===== config.mk =====
export PLATFORM = sky130hd
export DESIGN_NAME = lav_fifo
export DESIGN_NICKNAME = d
export VERILOG_FILES = /design/src/sv/lav_pkg.sv /design/src/sv/lav_fifo.sv
export SDC_FILE = /design/constraint.sdc
export NUM_CORES = 1
export LEC_CHECK = 0
export BUFFER_PORTS_ARGS = -buffer_cell sky130_fd_sc_hd__buf_2
export CAP_MARGIN = 20
export CORE_MARGIN = 5
export CORE_UTILIZATION = 40
export CTS_BUF_LIST = sky130_fd_sc_hd__clkbuf_4 sky130_fd_sc_hd__clkbuf_8 sky130_fd_sc_hd__clkbuf_16
export DETAILED_ROUTE_END_ITERATION = 10
export SETUP_SLACK_MARGIN = 0.5
export SLEW_MARGIN = 10
export SYNTH_ARGS = -nofsm -noshare
export SYNTH_HDL_FRONTEND = slang
export SYNTH_SLANG_ARGS = --single-unit
export TNS_END_PERCENT = 50

===== constraint.sdc =====
create_clock -name clk -period 18.3 [get_ports clk]
set_clock_uncertainty 0.15 [all_clocks]
set_input_delay 3.66 -clock clk [delete_from_list [all_inputs] [get_ports clk]]
set_output_delay 3.66 -clock clk [all_outputs]
set_load 0.005 [all_outputs]

===== src/sv/lav_pkg.sv =====
// Shared types, constants and arithmetic helpers of the look-at view matrix block.
package lav_pkg;

	typedef logic signed [31:0] s32_t;
	typedef logic signed [63:0] s64_t;

	localparam int FIFO_DEPTH = 4;
	localparam int FIFO_AW    = $clog2(FIFO_DEPTH);

	typedef struct packed {
		logic [2:0][31:0] eye;
		logic [2:0][31:0] up;
		logic [2:0][32:0] d;
	} item_t;

	typedef struct packed {
		logic [2:0][31:0] eye;
		logic [2:0][31:0] aux;
	} side_t;

	typedef struct packed {
		logic [2:0][29:0] m;
		logic [2:0]       neg;
		logic             zero;
		side_t            side;
	} nrm_pay_t;

	function automatic logic [5:0] msb_pos(input logic [63:0] v);
		logic [5:0] p;
		p = '0;
		for (int i = 0; i < 64; i++) begin
			if (v[i]) p = 6'(i);
		end
		return p;
	endfunction

	function automatic logic [31:0] round_sat(input s64_t v);
		logic [63:0]        m;
		logic [33:0]        q;
		logic signed [35:0] s;
		m = v[63] ? 64'(-v) : 64'(v);
		q = 34'((m + (64'd1 << 29)) >> 30);
		s = v[63] ? -$signed({2'b00, q}) : $signed({2'b00, q});
		if (s > 36'sd2147483647) return 32'h7fff_ffff;
		if (s < -36'sd2147483648) return 32'h8000_0000;
		return s[31:0];
	endfunction

endpackage


===== src/sv/lav_fifo.sv =====
// Short queue between the input stage and the matrix pipeline.
module lav_fifo (
	input  logic           clk,
	input  logic           arst_n,
	input  logic           push,
	input  lav_pkg::item_t push_item,
	output logic           full,
	input  logic           pop,
	output lav_pkg::item_t pop_item,
	output logic           not_empty
);
	import lav_pkg::*;

	item_t                mem [FIFO_DEPTH];
	logic [FIFO_AW-1:0]   wr_q;
	logic [FIFO_AW-1:0]   rd_q;
	logic [FIFO_AW:0]     cnt_q;

	assign full      = (cnt_q == (FIFO_AW+1)'(FIFO_DEPTH));
	assign not_empty = (cnt_q != '0);
	assign pop_item  = mem[rd_q];

	always_ff @(posedge clk or negedge arst_n) begin
		if (!arst_n) begin
			wr_q  <= '0;
			rd_q  <= '0;
			cnt_q <= '0;
		end else begin
			if (push) wr_q <= wr_q + 1'b1;
			if (pop) rd_q <= rd_q + 1'b1;
			if (push && !pop) cnt_q <= cnt_q + 1'b1;
			else if (pop && !push) cnt_q <= cnt_q - 1'b1;
		end
	end

	always_ff @(posedge clk) begin
		if (push) begin
			mem[wr_q] <= push_item;
		end
	end

endmodule


==> results of run 1 <==
==> layout make-up <==
type                    count  share of cell area [%]
inverters                   4                  0.0296
diodes                     17                  0.0838
multi-input cells         314                    13.3
clock inverters            75                    1.36
well taps                1391                    3.43
clock buffers             144                    6.24
repair buffers            607                    6.32
flip-flops and latches   1171                    69.2
==> state kept, by name (all words and copies together), names as in the netlist <==
register and flops:
mem 1164, wr_q 2, rd_q 2, cnt_q 3
==> per-stage QoR <==
step / cells / total power, W
CTS: 3704 / 0.00829
floorplan: 1554 / 0.00518
global placement: 3485 / 0.00590
global route: 3711 / 0.00856
finish: 3723 / 0.00815
detailed placement: 3485 / 0.00593
==> worst min-delay path by stage <==
stage / startpoint / end / slack, ps / cells past startpoint
after floorplan: cnt_q[2] / cnt_q[2] / 300 / 1
after global placement: cnt_q[2] / cnt_q[2] / 320 / 1
after detailed placement: cnt_q[2] / cnt_q[2] / 350 / 1
after CTS: cnt_q[2] / cnt_q[2] / 360 / 1
after global routing: cnt_q[2] / cnt_q[2] / 380 / 1
final: cnt_q[2] / cnt_q[2] / 350 / 1
==> metal layers <==
layer | global-route usage [%] | share of wire [%] | up-vias
met3 | 5.66 | 8.6 | 137
met4 | 4.67 | 2.1 | 24
li1 | - | - | 8163
met5 | 0 | 0.18 | -
met2 | 26.5 | 52 | 571
met1 | 18.8 | 38 | 9971
==> Yosys cell counts (4+ instances only) <==
library cell	count
xor2_1	4
dfrtp_1	7
and2_1	4
mux4_2	291
ha_1	5
clkbuf_1	4
buf_2	30
buf_6	9
edfxtp_1	1164
buf_8	20
inv_1	4
==> power breakdown <==
| group | switching [W] | internal, W | leakage [nW] | total, W |
|---|---|---|---|---|
| sequential | 0.000144 | 0.00351 | 10.8 | 0.00365 |
| clock | 0.000959 | 0.00138 | 1.91 | 0.00234 |
| combinational | 0.00114 | 0.00101 | 4.42 | 0.00215 |
==> critical path, delay by kind of cell, from the launching register on <==
kind / cells / cell delay [ps]
buf+inv: 3 / 1690
flops: 1 / 1050
mux: 1 / 450
==> logic make-up after synthesis <==
family	count (synthesis)	synth area share, %
flops	1171	82.6
mux	292	15.4
buf+inv	69	1.46
simple gates	9	0.118
xor+xnor	6	0.124
fa+ha+maj	6	0.194
compound gates	1	0.0118
==> layout by cell type (no fill, tap or decap), types with 5 or more instances in the layout <==
| master | instances |
|---|---|
| edfxtp_1 | 1164 |
| buf_2 | 587 |
| mux4_2 | 291 |
| clkbuf_16 | 119 |
| clkinv_1 | 35 |
| clkbuf_4 | 25 |
| diode_2 | 17 |
| clkinv_2 | 16 |
| bufinv_16 | 11 |
| buf_4 | 11 |
| buf_12 | 8 |
| ha_1 | 5 |
| inv_6 | 5 |
| dfrtp_1 | 5 |
==> impl_metrics.ini, run 1 <==
[floorplanning]
dieWidth_um = 336
die_y_um = 336
io-pin-count = 588
start_util_pct = 40.3
std_cell_rows = 119
die_area_um2 = 113000
core-area_um2 = 105000

[timing]
finalCritPeriodShare_pct = 43.0
worst_slew_pin_slew_ps = 1140
hold_violations = 0
fmax_mhz = 127
max-slew-margin-rel_pct = 24.0
hold_ws_ps = 350
setup_viol = 0
rsz0062_at_grt = false
setup_tns_ps = 0
setup_slack_ps = 10440
drv_slew = 0
fin_crit_ps = 7860

[critical_path]
rr_startpoint = wr_q[1]
crit_start = rd_q[1]
critPathArrivalTime_ps = 4050
r2r_end = mem[1][162]
crit_path_max_incr_delay_ps = 1050
r2r_cells = 5
cp_max_fo = 63
crit_slowest_cell = dfrtp_4
cp.required_ps = 14490
startpoint_type = register
worstPathCellList = buf_4, buf_4, mux4_2, buf_2
cp-endpoint = pop_item[146]
rrSetupSlack_ps = 14470
path_common_cell = buf_4
end_kind = output port
crit_type = reg2out

[clock_tree]
insertion_delay_ps = 680
htreeDepth = 3
cts_hold_buffers = 0
cts_tree = yes
numCtsBuffers = 118
clockBufferDepth = 3
clock-root-buffer = clkbuf_16
clock_sinks = 1171
clk_pin_slew_worst_paths_ps = 60
post_cts_buffers = 0
cts-resized-gates = 0

[final_layout]
post-route-cell-area_um2 = 50800
drive_gt1_share_pct = 47.0
layout.nets = 2517
register_area_um2 = 35100
area_growth_pct = 19.4
multi_input_area_um2 = 6770
finish.utilization_pct = 48.2
fillers = 8604

[yosys]
syn_area_um2 = 42500
synthCells = 1554
synth_area_leaders = edfxtp_1 82%, mux4_2 15%, buf_8 0.71%
synth_top_area_share_pct = 82.2
yosysWarningCount = 0
synth_fp_nets = 1855
synth-async-reset-ratio_pct = 0.598
synth.distinct_cells = 20
synth_seq_area_share_pct = 82.6
ys_ff_latch = 1171
synth_area_per_cell_um2 = 27.4
yosysTopAreaCell = edfxtp_1
ys.flop_type = edfxtp_1
synth_edf_count = 1164

[status]
status = completed

[placed_design]
placed_area_um2 = 46800
port_buffers = 587
dpl.hpwl_mm = 55.6
gp_congestion = 0.734
place_ws_ps = 10660

[pwr]
peakVddDrop_mv = 0.106
leakage_nw = 17.1
powerDensity_nw_per_um2 = 160

[route]
routedWlPerCell_um = 23.9
dr.pass1.iters = 4
finalWirelength_mm = 89.1
ant_nets = 0
drc = 0
drt-vias-per-instance = 5.07
initialDrtViolationCount = 1163
dr_total_vias = 18866

[global_routing]
grt_first_pass_wirelength_mm = 132
grt_pass1_vias = 20203
grt_max_degree = 144
track_usage_pct = 15.6
grt.overflow.total = 0
antenna_found_initial = 36

[run]
drv_cap = 0

[worst_hold_path]
hp-class = reg2reg
No activity file was read; power rests on OpenSTA's default activity.
==> run 2, diff against run 1 <==
Clock period 18.3 ns to 6.44 ns, I/O delays scaled along.
==> run 2 against run 1 <==
Register-to-register slack worse by 11000 ps. Cell count is 0.48% higher. First-iteration DRC count is 12% lower.
==> impl_metrics.ini, run 2 (synthesized netlist as in run 1, its figures left out) <==
[final_layout]
layout.nets = 2521
fillers = 8520
regMostFlops = mem
largest_register_ffs = 1164
area_growth_pct = 20.1
layout_commonest_cell = edfxtp_1
post-route-cell-area_um2 = 51100
top_regs = mem (1164), cnt_q (3)
drive_gt1_share_pct = 47.8
layout_common_cells = 1164 x edfxtp_1, 587 x buf_2, 291 x mux4_2

[route]
ant_nets = 0
dr_total_vias = 18902
dr.pass1.iters = 4
drt-vias-per-instance = 5.05
initialDrtViolationCount = 1019
drc = 0
routedWlPerCell_um = 24.0
finalWirelength_mm = 89.9

[floorplanning]
std_cell_rows = 119
dieWidth_um = 336
io-pin-count = 588
core-area_um2 = 105000
start_util_pct = 40.3
die_y_um = 336
die_area_um2 = 113000

[global_routing]
track_usage_pct = 15.7
grt_first_pass_wirelength_mm = 133
grt.overflow.total = 0
grt_max_degree = 143
grt_pass1_vias = 20415
antenna_found_initial = 35

[timing]
setup_viol = 0
finalCritPeriodShare_pct = 71.4
drv_slew = 0
max-slew-margin-rel_pct = 27.5
hold_ws_ps = 276
rsz0062_at_grt = false
fmax_mhz = 218
hold_violations = 0
worst_slew_pin_slew_ps = 1090
fin_crit_ps = 4600
setup_tns_ps = 0

[clock_tree]
clock-root-buffer = clkbuf_16
cts-resized-gates = 0
post_cts_buffers = 0
insertion_delay_ps = 680
cts_hold_buffers = 0
clock_sinks = 1171
htreeDepth = 3
cts_tree = yes
numCtsBuffers = 118
clockBufferDepth = 3
clk_pin_slew_worst_paths_ps = 60

[critical_path]
rr_startpoint = wr_q[1]
startpoint_type = register
end_kind = output port
cp_max_fo = 43
critPathArrivalTime_ps = 3160
crit_type = reg2out
crit_start = rd_q[0]
cp.required_ps = 5000

[worst_hold_path]
hp-class = in2async

[placed_design]
placed_area_um2 = 46900
port_buffers = 587
dpl.hpwl_mm = 55.5
gp_congestion = 0.742

[pwr]
powerDensity_nw_per_um2 = 460
leakage_nw = 17.2
peakVddDrop_mv = 0.313

[status]
status = completed

[run]
drv_cap = 0
==> run 2: final cells by class <==
cell class / instances / area [µm²] / share of cell area (%)
tap: 1391 / 1740 / 3.41
multi-input combinational: 314 / 6770 / 13.3
sequential: 1171 / 35100 / 68.8
clock inverter: 77 / 797 / 1.56
clock buffer: 145 / 3250 / 6.37
inverter: 4 / 15.0 / 0.0294
antenna: 28 / 70.1 / 0.137
timing repair buffer: 611 / 3280 / 6.43
==> run 2: path summary, 6_finish.rpt <==
path / cells after the start / slack, ps / endpoint
min in group clk: 1 / 360 / cnt_q[2]
max reg2reg: 4 / 3680 / mem[1][143]
max in group asynchronous: 1 / 5690 / rd_q[0]
min reg2reg: 1 / 360 / cnt_q[2]
max: 3 / 1840 / pop_item[67]
min: 1 / 280 / wr_q[0]
==> run 2: critical path, cell delays in order, from the launching register on <==
cell and delay, ps:
dfrtp_4 1060, buf_4 580, mux4_2 610, buf_2 150
==> run 2: metal layers <==
metal | wire, µm | global-route usage, %
met5 | 89 | 0
met4 | 2710 | 5.81
met2 | 46600 | 26.7
met1 | 33100 | 18.8
met3 | 7380 | 5.18
==> run 2: where the power goes <==
part           leakage [nW]  switching (W)  internal [W]
combinational          4.45        0.00323       0.00290
sequential             10.8       0.000449       0.00997
clock                  2.01        0.00277       0.00418
==> run 2: stage by stage <==
stage          setup WS, ps  instances  util [%]  total power, W
3_5_place_dp           2400       3491      44.5          0.0169
5_1_grt                1510       3721      48.4          0.0246
6_report               1840       3741      48.4          0.0235
4_1_cts                1620       3713      48.4          0.0240
2_1_floorplan         -2210       1554         -          0.0146
3_3_place_gp           2430       3491      44.5          0.0168
