File: config.mk
export PLATFORM = sky130hd
export DESIGN_NAME = lav_front
export DESIGN_NICKNAME = d
export VERILOG_FILES = /design/src/sv/lav_pkg.sv /design/src/sv/lav_front.sv
export SDC_FILE = /design/constraint.sdc
export NUM_CORES = 1
export LEC_CHECK = 0
export BUFFER_PORTS_ARGS = -buffer_cell sky130_fd_sc_hd__buf_2
export CORE_AREA = 2 2 229 231
export CTS_BUF_LIST = sky130_fd_sc_hd__clkbuf_16
export DETAILED_ROUTE_END_ITERATION = 10
export DIE_AREA = 0 0 231 233
export GPL_TIMING_DRIVEN = 0
export SYNTH_ARGS = -nofsm -noshare
export SYNTH_HDL_FRONTEND = slang
export SYNTH_SLANG_ARGS = --single-unit
File: constraint.sdc
create_clock -name clk -period 16.46 [get_ports clk]
set_input_delay 0.823 -clock clk [delete_from_list [all_inputs] [get_ports clk]]
set_output_delay 0.823 -clock clk [all_outputs]
set_load 0.05 [all_outputs]
File: src/sv/lav_pkg.sv
// Shared types, constants and arithmetic helpers of the look-at view matrix block.
package lav_pkg;

	typedef logic signed [31:0] s32_t;
	typedef logic signed [63:0] s64_t;

	localparam int FIFO_DEPTH = 4;
	localparam int FIFO_AW    = $clog2(FIFO_DEPTH);

	typedef struct packed {
		logic [2:0][31:0] eye;
		logic [2:0][31:0] up;
		logic [2:0][32:0] d;
	} item_t;

	typedef struct packed {
		logic [2:0][31:0] eye;
		logic [2:0][31:0] aux;
	} side_t;

	typedef struct packed {
		logic [2:0][29:0] m;
		logic [2:0]       neg;
		logic             zero;
		side_t            side;
	} nrm_pay_t;

	function automatic logic [5:0] msb_pos(input logic [63:0] v);
		logic [5:0] p;
		p = '0;
		for (int i = 0; i < 64; i++) begin
			if (v[i]) p = 6'(i);
		end
		return p;
	endfunction

	function automatic logic [31:0] round_sat(input s64_t v);
		logic [63:0]        m;
		logic [33:0]        q;
		logic signed [35:0] s;
		m = v[63] ? 64'(-v) : 64'(v);
		q = 34'((m + (64'd1 << 29)) >> 30);
		s = v[63] ? -$signed({2'b00, q}) : $signed({2'b00, q});
		if (s > 36'sd2147483647) return 32'h7fff_ffff;
		if (s < -36'sd2147483648) return 32'h8000_0000;
		return s[31:0];
	endfunction

endpackage

File: src/sv/lav_front.sv
// Input stage: takes a beat, forms eye minus target and hands the item to the queue.
module lav_front (
	input  logic                clk,
	input  logic                arst_n,
	input  logic                in_valid,
	output logic                in_stall,
	input  logic [31:0]         eye_x,
	input  logic [31:0]         eye_y,
	input  logic [31:0]         eye_z,
	input  logic [31:0]         target_x,
	input  logic [31:0]         target_y,
	input  logic [31:0]         target_z,
	input  logic [31:0]         up_x,
	input  logic [31:0]         up_y,
	input  logic [31:0]         up_z,
	input  logic                q_full,
	output logic                push,
	output lav_pkg::item_t      push_item
);
	import lav_pkg::*;

	logic  vld_s1;
	item_t item_s1;
	item_t item_d;

	always_comb begin
		item_d.eye = {eye_z, eye_y, eye_x};
		item_d.up  = {up_z, up_y, up_x};
		item_d.d[0] = 33'($signed({eye_x[31], eye_x}) - $signed({target_x[31], target_x}));
		item_d.d[1] = 33'($signed({eye_y[31], eye_y}) - $signed({target_y[31], target_y}));
		item_d.d[2] = 33'($signed({eye_z[31], eye_z}) - $signed({target_z[31], target_z}));
	end

	assign in_stall  = vld_s1 && q_full;
	assign push      = vld_s1 && !q_full;
	assign push_item = item_s1;

	always_ff @(posedge clk or negedge arst_n) begin
		if (!arst_n) begin
			vld_s1 <= 1'b0;
		end else if (!in_stall) begin
			vld_s1 <= in_valid;
		end
	end

	always_ff @(posedge clk) begin
		if (!in_stall && in_valid) begin
			item_s1 <= item_d;
		end
	end

endmodule

==> results.md, run 1 <==
- Status: complete, no violations
- Fin crit period: around 3.1 ns
- Final WL: 44400 µm
- Power density cells: around 110 nW/µm²
- Max VDD drop: 0.0000767 V
- Root buffer cell: clkbuf_16
- Reg power frac: around two fifths
- Die Wd: between 200 and 250 µm
- CTS sink count: 292
- Deepest clock path buffer count: 3
- Final Wtd Congestion: 0.862
- Largest net degree at the start of global routing: 36
- Layout Nets: 2132
- # IOs: 585
- Post-synth EDFFs: between 200 and 300
- Layout Cells excl Fill: approximately 2.4k
- Critical Path End Type: flop
- P&R area growth vs syn: 35.4%
- Lkg Pwr: between 8 and 9 nW
- WP data arrival: about 3.3 ns
- CP Max Fanout: 4
- Commonest non-fill, non-tap cell in the layout: buf_2
- Max Transition Viols Final: 0
- Setup Crit Path Kind: in2reg
- Initial core utilization: between 20 and 30%
- Register area share after synthesis: around 60%
- Fin util: 37.7%
- Clock edge transition at the registers on the reported setup and hold paths: 0.06 ns
- DIE AREA: 53800 µm²
- Post-CTS Setup Inserts: 0
- Wirelength per Cell: 18.1 µm
- Total GRT Usage: 15.6%
- Max_slew headroom: 51.0%
- Antenna viol nets, final: 0
- Port Buf Inserts: 584
- Num CTS Buffers: 35
- Crit start category: primary input
- Total gr overflow: 0
- Layout cells sized above 1: 38.4%
- Cell Rows: 83
- Post-synthesis net count: approximately 1.5k
- Final Hold Fails: 0
- Period utilisation layout: 18.6%
- Hold Path Class: in2async
- Syn. warnings: 0
- Worst skew pair latency: about 0.53 ns
- Logic pwr share: 24.9%
- MaxCap Viol Count: 0
- Clock power share: 33.3%
- CP most frequent cell: o21ai_0
- Post-cts hold buffer count: 0
- Slew at the pin closest to its max-slew limit: about 0.73 ns
- Crit-path cells: buf_2 > ha_1 > a21o_1 > a21oi_1 > nand2_1 > o21ai_0 > a31oi_1 > o21ai_0 > o21bai_1 > xor2_1
- Switching share of total power: 32.3%
- Cell Area, Placed: 18200 µm²
- Initial antenna violation count: 7
- HPWL Detailed: 36100 µm
- Chip height: 233 µm
- PnR Total Power: 2.18 mW
- Mapped Cells: 1111
- Primary FF master, synth: edfxtp_1
- Post-CTS sizing: 0
- Crit-path max cell delay: 0.57 ns
- Vias per inst: 4.62
- Mapped Area: 14200 µm²
- Critical path required time: 16.72 ns
- Design area: 19300 µm²
- Drt pass-1 iters: 5
- Placed cell count: around 2.4k
- Max Freq: 0.327 GHz
- Switching power: about 0.7 mW
- DRT iter0 DRCs: 753
- Clock Skews: ~0.010 ns
- H-tree levels: 2
- Vias in the first global route: 11.0k
- Most frequent cells in the layout: buf_2 (586), edfxtp_1 (291), inv_1 (129)
- Asr flop ratio synth: 0.342%
- Vias: 11.3k
- Internal: about 1.5 mW
- Syn avg cell area: ~13 µm²
- CTS tree: yes
- # DRC: 0
- First-pass GRT wire length: 64200 µm
- RSZ-0062 raised after global routing: false
- Final setup fails: 0
- Yosys cell types: 76
- Flop and latch count out of synthesis: between 200 and 300
- Core Region: 51100 µm²
- CP max-delay cell: o21ai_0
## flip-flops by register name, summed over array words and instances, names as in the netlist
signal	count
vld_s1	1
push_item	291
## critical path: cells and delay by family
family / cells / cell delay, ns
AOI/OAI and AO/OA: 6 / 1.70
buffers and inverters: 1 / 0.12
xor gates and xnor gates: 1 / 0.16
and+or+nand+nor: 1 / 0.14
adders and majority gates: 1 / 0.36
## Yosys cell counts, drive strengths merged (11+ instances only)
| library cell | number | area, µm² |
|---|---|---|
| clkbuf | 16 | 61.3 |
| inv | 123 | 462 |
| xor2 | 35 | 307 |
| a21oi | 94 | 470 |
| edfxtp | 291 | 8740 |
| xnor2 | 49 | 429 |
| ha | 96 | 1200 |
| nor2 | 44 | 165 |
| nand2 | 69 | 259 |
| a31oi | 12 | 81.3 |
| nor2b | 17 | 106 |
| nand4 | 15 | 93.8 |
| o21ai | 52 | 279 |
| a21o | 35 | 264 |
| nor3 | 11 | 55.1 |
| o21bai | 12 | 90.1 |
| nand3 | 15 | 90.1 |
## layout make-up
cell class | count | area (µm²)
clock buffer | 37 | 926
clock inverter | 24 | 139
tap | 680 | 851
antenna | 4 | 10.0
multi-input combinational | 677 | 4940
sequential | 292 | 8760
buffer | 19 | 82.6
inverter | 123 | 462
fill | 5086 | 31800
timing repair buffer | 593 | 3100
## routing by layer
metal	global-route usage, %	routed length (µm)	vias to the layer above
li1	-	-	5393
met1	19.5	18200	5373
met2	26.0	21700	454
met3	4.30	3270	79
met4	5.40	1190	6
met5	0	43	-
## stage by stage
stage	worst slack, ns	hold slack (ns)	TNS [ns]
2_1_floorplan	1.61	0.527	0
3_5_place_dp	12.89	0.612	0
3_3_place_gp	-4.63	0.606	-1338.28
5_1_grt	13.19	0.0359	0
6_report	13.40	0.0731	0
4_1_cts	13.45	0.0339	0
## worst paths after layout
path / start / endpoint / slack [ns] / cells past startpoint
setup / recovery: eye_z[3] / push_item[87]$_DFFE_PP_ / 13.40 / 10
hold / removal: arst_n / vld_s1$_DFFE_PN0N_ / 0.07 / 1
setup reg to reg: vld_s1$_DFFE_PN0N_ / push_item[111]$_DFFE_PP_ / 13.91 / 6
hold reg to reg: vld_s1$_DFFE_PN0N_ / vld_s1$_DFFE_PN0N_ / 0.71 / 2
max in group asynchronous: arst_n / vld_s1$_DFFE_PN0N_ / 16.29 / 1
min in group clk: up_y[21] / push_item[152]$_DFFE_PP_ / 0.47 / 1
## cells by family (layout without fill, tap and decap cells)
group / Yosys count / after routing / share of synthesized area (%)
XOR/XNOR: 84 / 84 / 5.16
adder cells (fa/ha/maj): 99 / 99 / 8.85
other: 0 / 4 / 0
multiplexers: 1 / 1 / 0.0703
flip-flops: 292 / 292 / 61.5
AND/OR/NAND/NOR: 212 / 212 / 7.45
AO/OA/AOI/OAI: 281 / 281 / 13.1
buffers and inverters: 142 / 796 / 3.82
## power groups by stage
stage | registers, mW | logic, mW | clock network (mW)
floorplan | 1.13 | 0.192 | 0
global placement | 0.955 | 0.530 | 0
detailed placement | 0.925 | 0.541 | 0
CTS | 0.911 | 0.544 | 0.754
global route | 0.915 | 0.579 | 0.774
finish | 0.909 | 0.541 | 0.726
(Power assumes the default switching activity.)
==> inputs of run 2 (changes only) <==
Clock period 16.46 ns to 2.8 ns, I/O delays scaled along.
==> results.md, run 2 (same netlist as run 1, synthesis figures left out) <==
- Status: complete, no violations (unchanged)
- Wirelength per Cell: 17.8 µm (was 18.1 µm)
- CP Max Fanout: 3 (was 4)
- Cell Rows: 83 (unchanged)
- Drt pass-1 iters: 5 (unchanged)
- # DRC: 0 (unchanged)
- Commonest non-fill, non-tap cell in the layout: buf_2 (unchanged)
- Internal: 8.93 mW (was 1.47 mW)
- Worst R2R Path Depth: 6 (unchanged)
- DIE AREA: 53800 µm² (unchanged)
- Max_slew headroom: 52.1% (was 51.0%)
- Clock edge transition at the registers on the reported setup and hold paths: 0.05 ns (was 0.06 ns)
- Switching share of total power: 32.2% (was 32.3%)
- Vias in the first global route: 12.5k (was 11.0k)
- Register area: 8760 µm² (unchanged)
- Max Transition Viols Final: 0 (unchanged)
- Design area: 21300 µm² (was 19300 µm²)
- Vias: 12.2k (was 11.3k)
- Total gr overflow: 0 (unchanged)
- Largest net degree at the start of global routing: 38 (was 36)
- Slew at the pin closest to its max-slew limit: 0.708 ns (was 0.734 ns)
- Final Wtd Congestion: 0.876 (was 0.862)
- Initial core utilization: 27.9% (unchanged)
- Fin crit period: 2.73 ns
- Max Freq: 0.366 GHz
- DRT iter0 DRCs: 670 (was 753)
- Power density cells: 616 nW/µm² (was 113 nW/µm²)
- Reg power frac: 40.6% (was 41.8%)
- H-tree levels: 2 (unchanged)
- WHS Path Cells: 3
- P&R area growth vs syn: 49.9% (was 35.4%)
- Total GRT Usage: 16.6% (was 15.6%)
- Max VDD drop: 0.000449 V (was 0.0000767 V)
- Cell Area, Placed: 18200 µm² (about the same)
- Deepest clock path buffer count: 3 (unchanged)
- CTS sink count: 292 (unchanged)
- Root buffer cell: clkbuf_16 (unchanged)
- Logic pwr share: 26.2% (was 24.9%)
- Setup Crit Path Kind: in2reg (unchanged)
- # IOs: 585 (unchanged)
- First-pass GRT wire length: 69100 µm (was 64200 µm)
- Initial antenna violation count: 4 (was 7)
- Final Hold Fails: 0 (unchanged)
- Layout Nets: 2332 (was 2132)
- MaxCap Viol Count: 0 (unchanged)
- HPWL Detailed: 36000 µm (was 36100 µm)
- Lkg Pwr: 9.43 nW (was 8.57 nW)
- Die Wd: 231 µm (unchanged)
- Chip height: 233 µm (unchanged)
- Hold Path Class: in2reg (was in2async)
- Antenna viol nets, final: 0 (unchanged)
- Period utilisation layout: 97.6%
- Final worst slack: 0.0674 ns (was 13.40 ns)
- Multi-input logic area: 4990 µm² (was 4940 µm²)
- Num CTS Buffers: 35 (unchanged)
- Critical path required time: 3.06 ns (was 16.72 ns)
- Final WL: 47100 µm (was 44400 µm)
- Largest register FFs: 291 (unchanged)
- WP data arrival: 2.99 ns (was 3.32 ns)
- Critical Path End Type: flop (unchanged)
- Clock Skews: 0.0198 ns (was 0.0105 ns)
- CTS tree: yes (unchanged)
- Switching power: 4.23 mW (was 0.703 mW)
- Crit start category: primary input (unchanged)
- Worst skew pair latency: 0.54 ns (was 0.53 ns)
- Most frequent cells in the layout: buf_2 (586), edfxtp_1 (291), dlygate4sd3_1 (199) (was buf_2 (586), edfxtp_1 (291), inv_1 (129))
- FILL cells: 4797 (was 5086)
- Layout cells sized above 1: 35.1% (was 38.4%)
- Port Buf Inserts: 584 (unchanged)
- DP Worst Slack: -0.101 ns (was 12.89 ns)
- Clock power share: 33.2% (was 33.3%)
- Core Region: 51100 µm² (unchanged)
- Vias per inst: 4.60 (was 4.62)
- Final setup fails: 0 (unchanged)
## run 2: power groups by stage
stage | registers [mW] | clock network [mW] | logic, mW
after floorplan | 6.57 | 0 | 1.13
after global placement | 5.48 | 0 | 3.13
after detailed placement | 5.43 | 0 | 3.19
after CTS | 5.34 | 4.50 | 3.43
after global routing | 5.37 | 4.62 | 3.68
final | 5.34 | 4.37 | 3.45
## run 2: what timing repair did
action	4_1_cts	5_1_grt
resized for setup	0	14
hold endpoints to repair	197	0
hold buffers	199	0
endpoints found under the setup margin	0	16
setup buffers	0	2
## run 2: worst paths after layout
check | from | endpoint | slack [ns]
max in group asynchronous | arst_n | vld_s1$_DFFE_PN0N_ | 2.25
max reg2reg | vld_s1$_DFFE_PN0N_ | push_item[233]$_DFFE_PP_ | 0.34
min in group asynchronous | arst_n | vld_s1$_DFFE_PN0N_ | 0.45
min | target_y[1] | push_item[34]$_DFFE_PP_ | 0.07
max | eye_x[0] | push_item[22]$_DFFE_PP_ | 0.07
min reg2reg | vld_s1$_DFFE_PN0N_ | push_item[125]$_DFFE_PP_ | 0.82
## run 2: critical path, cell delays in order
cell,delay (ns)
dlygate4sd3_1,0.56
buf_2,0.14
inv_1,0.05
ha_1,0.18
fa_1,0.24
nor2b_2,0.07
o31a_1,0.32
o2111ai_2,0.22
nand3_2,0.14
a31o_1,0.32
a311oi_4,0.36
nor2_1,0.09
xor2_1,0.15
## run 2: layout make-up
| class | instances | share of cell area [%] |
|---|---|---|
| Timing Repair Buffer | 794 | 24.0 |
| Multi-Input combinational cell | 677 | 23.4 |
| Sequential cell | 292 | 41.0 |
| Inverter | 123 | 2.16 |
| Clock inverter | 25 | 0.914 |
| Antenna cell | 4 | 0.0469 |
| Clock buffer | 35 | 4.10 |
| Buffer | 18 | 0.375 |
| Tap cell | 680 | 3.99 |
## run 2: stage by stage
stage               total power, mW  std cells  setup TNS [ns]  hold WS [ns]  utilization (%)
floorplan                      7.70       1111         -733.07        -0.156                -
CTS                            13.3       2643               0        0.0319             41.6
finish                         13.2       2648               0        0.0654             41.8
global route                   13.7       2647         -0.0349        0.0618             41.8
global placement               8.60       2375        -1231.29       -0.0823             35.3
detailed placement             8.62       2384          -0.236       -0.0821             35.7
## run 2: metal layers
| layer | vias to the layer above | GRT usage [%] | part of all wire, % |
|---|---|---|---|
| li1 | 5783 | - | - |
| met1 | 5834 | 19.8 | 40 |
| met2 | 453 | 28.6 | 50 |
| met3 | 96 | 4.01 | 6.4 |
| met4 | 2 | 6.81 | 3.4 |
| met5 | - | 0 | 0.023 |
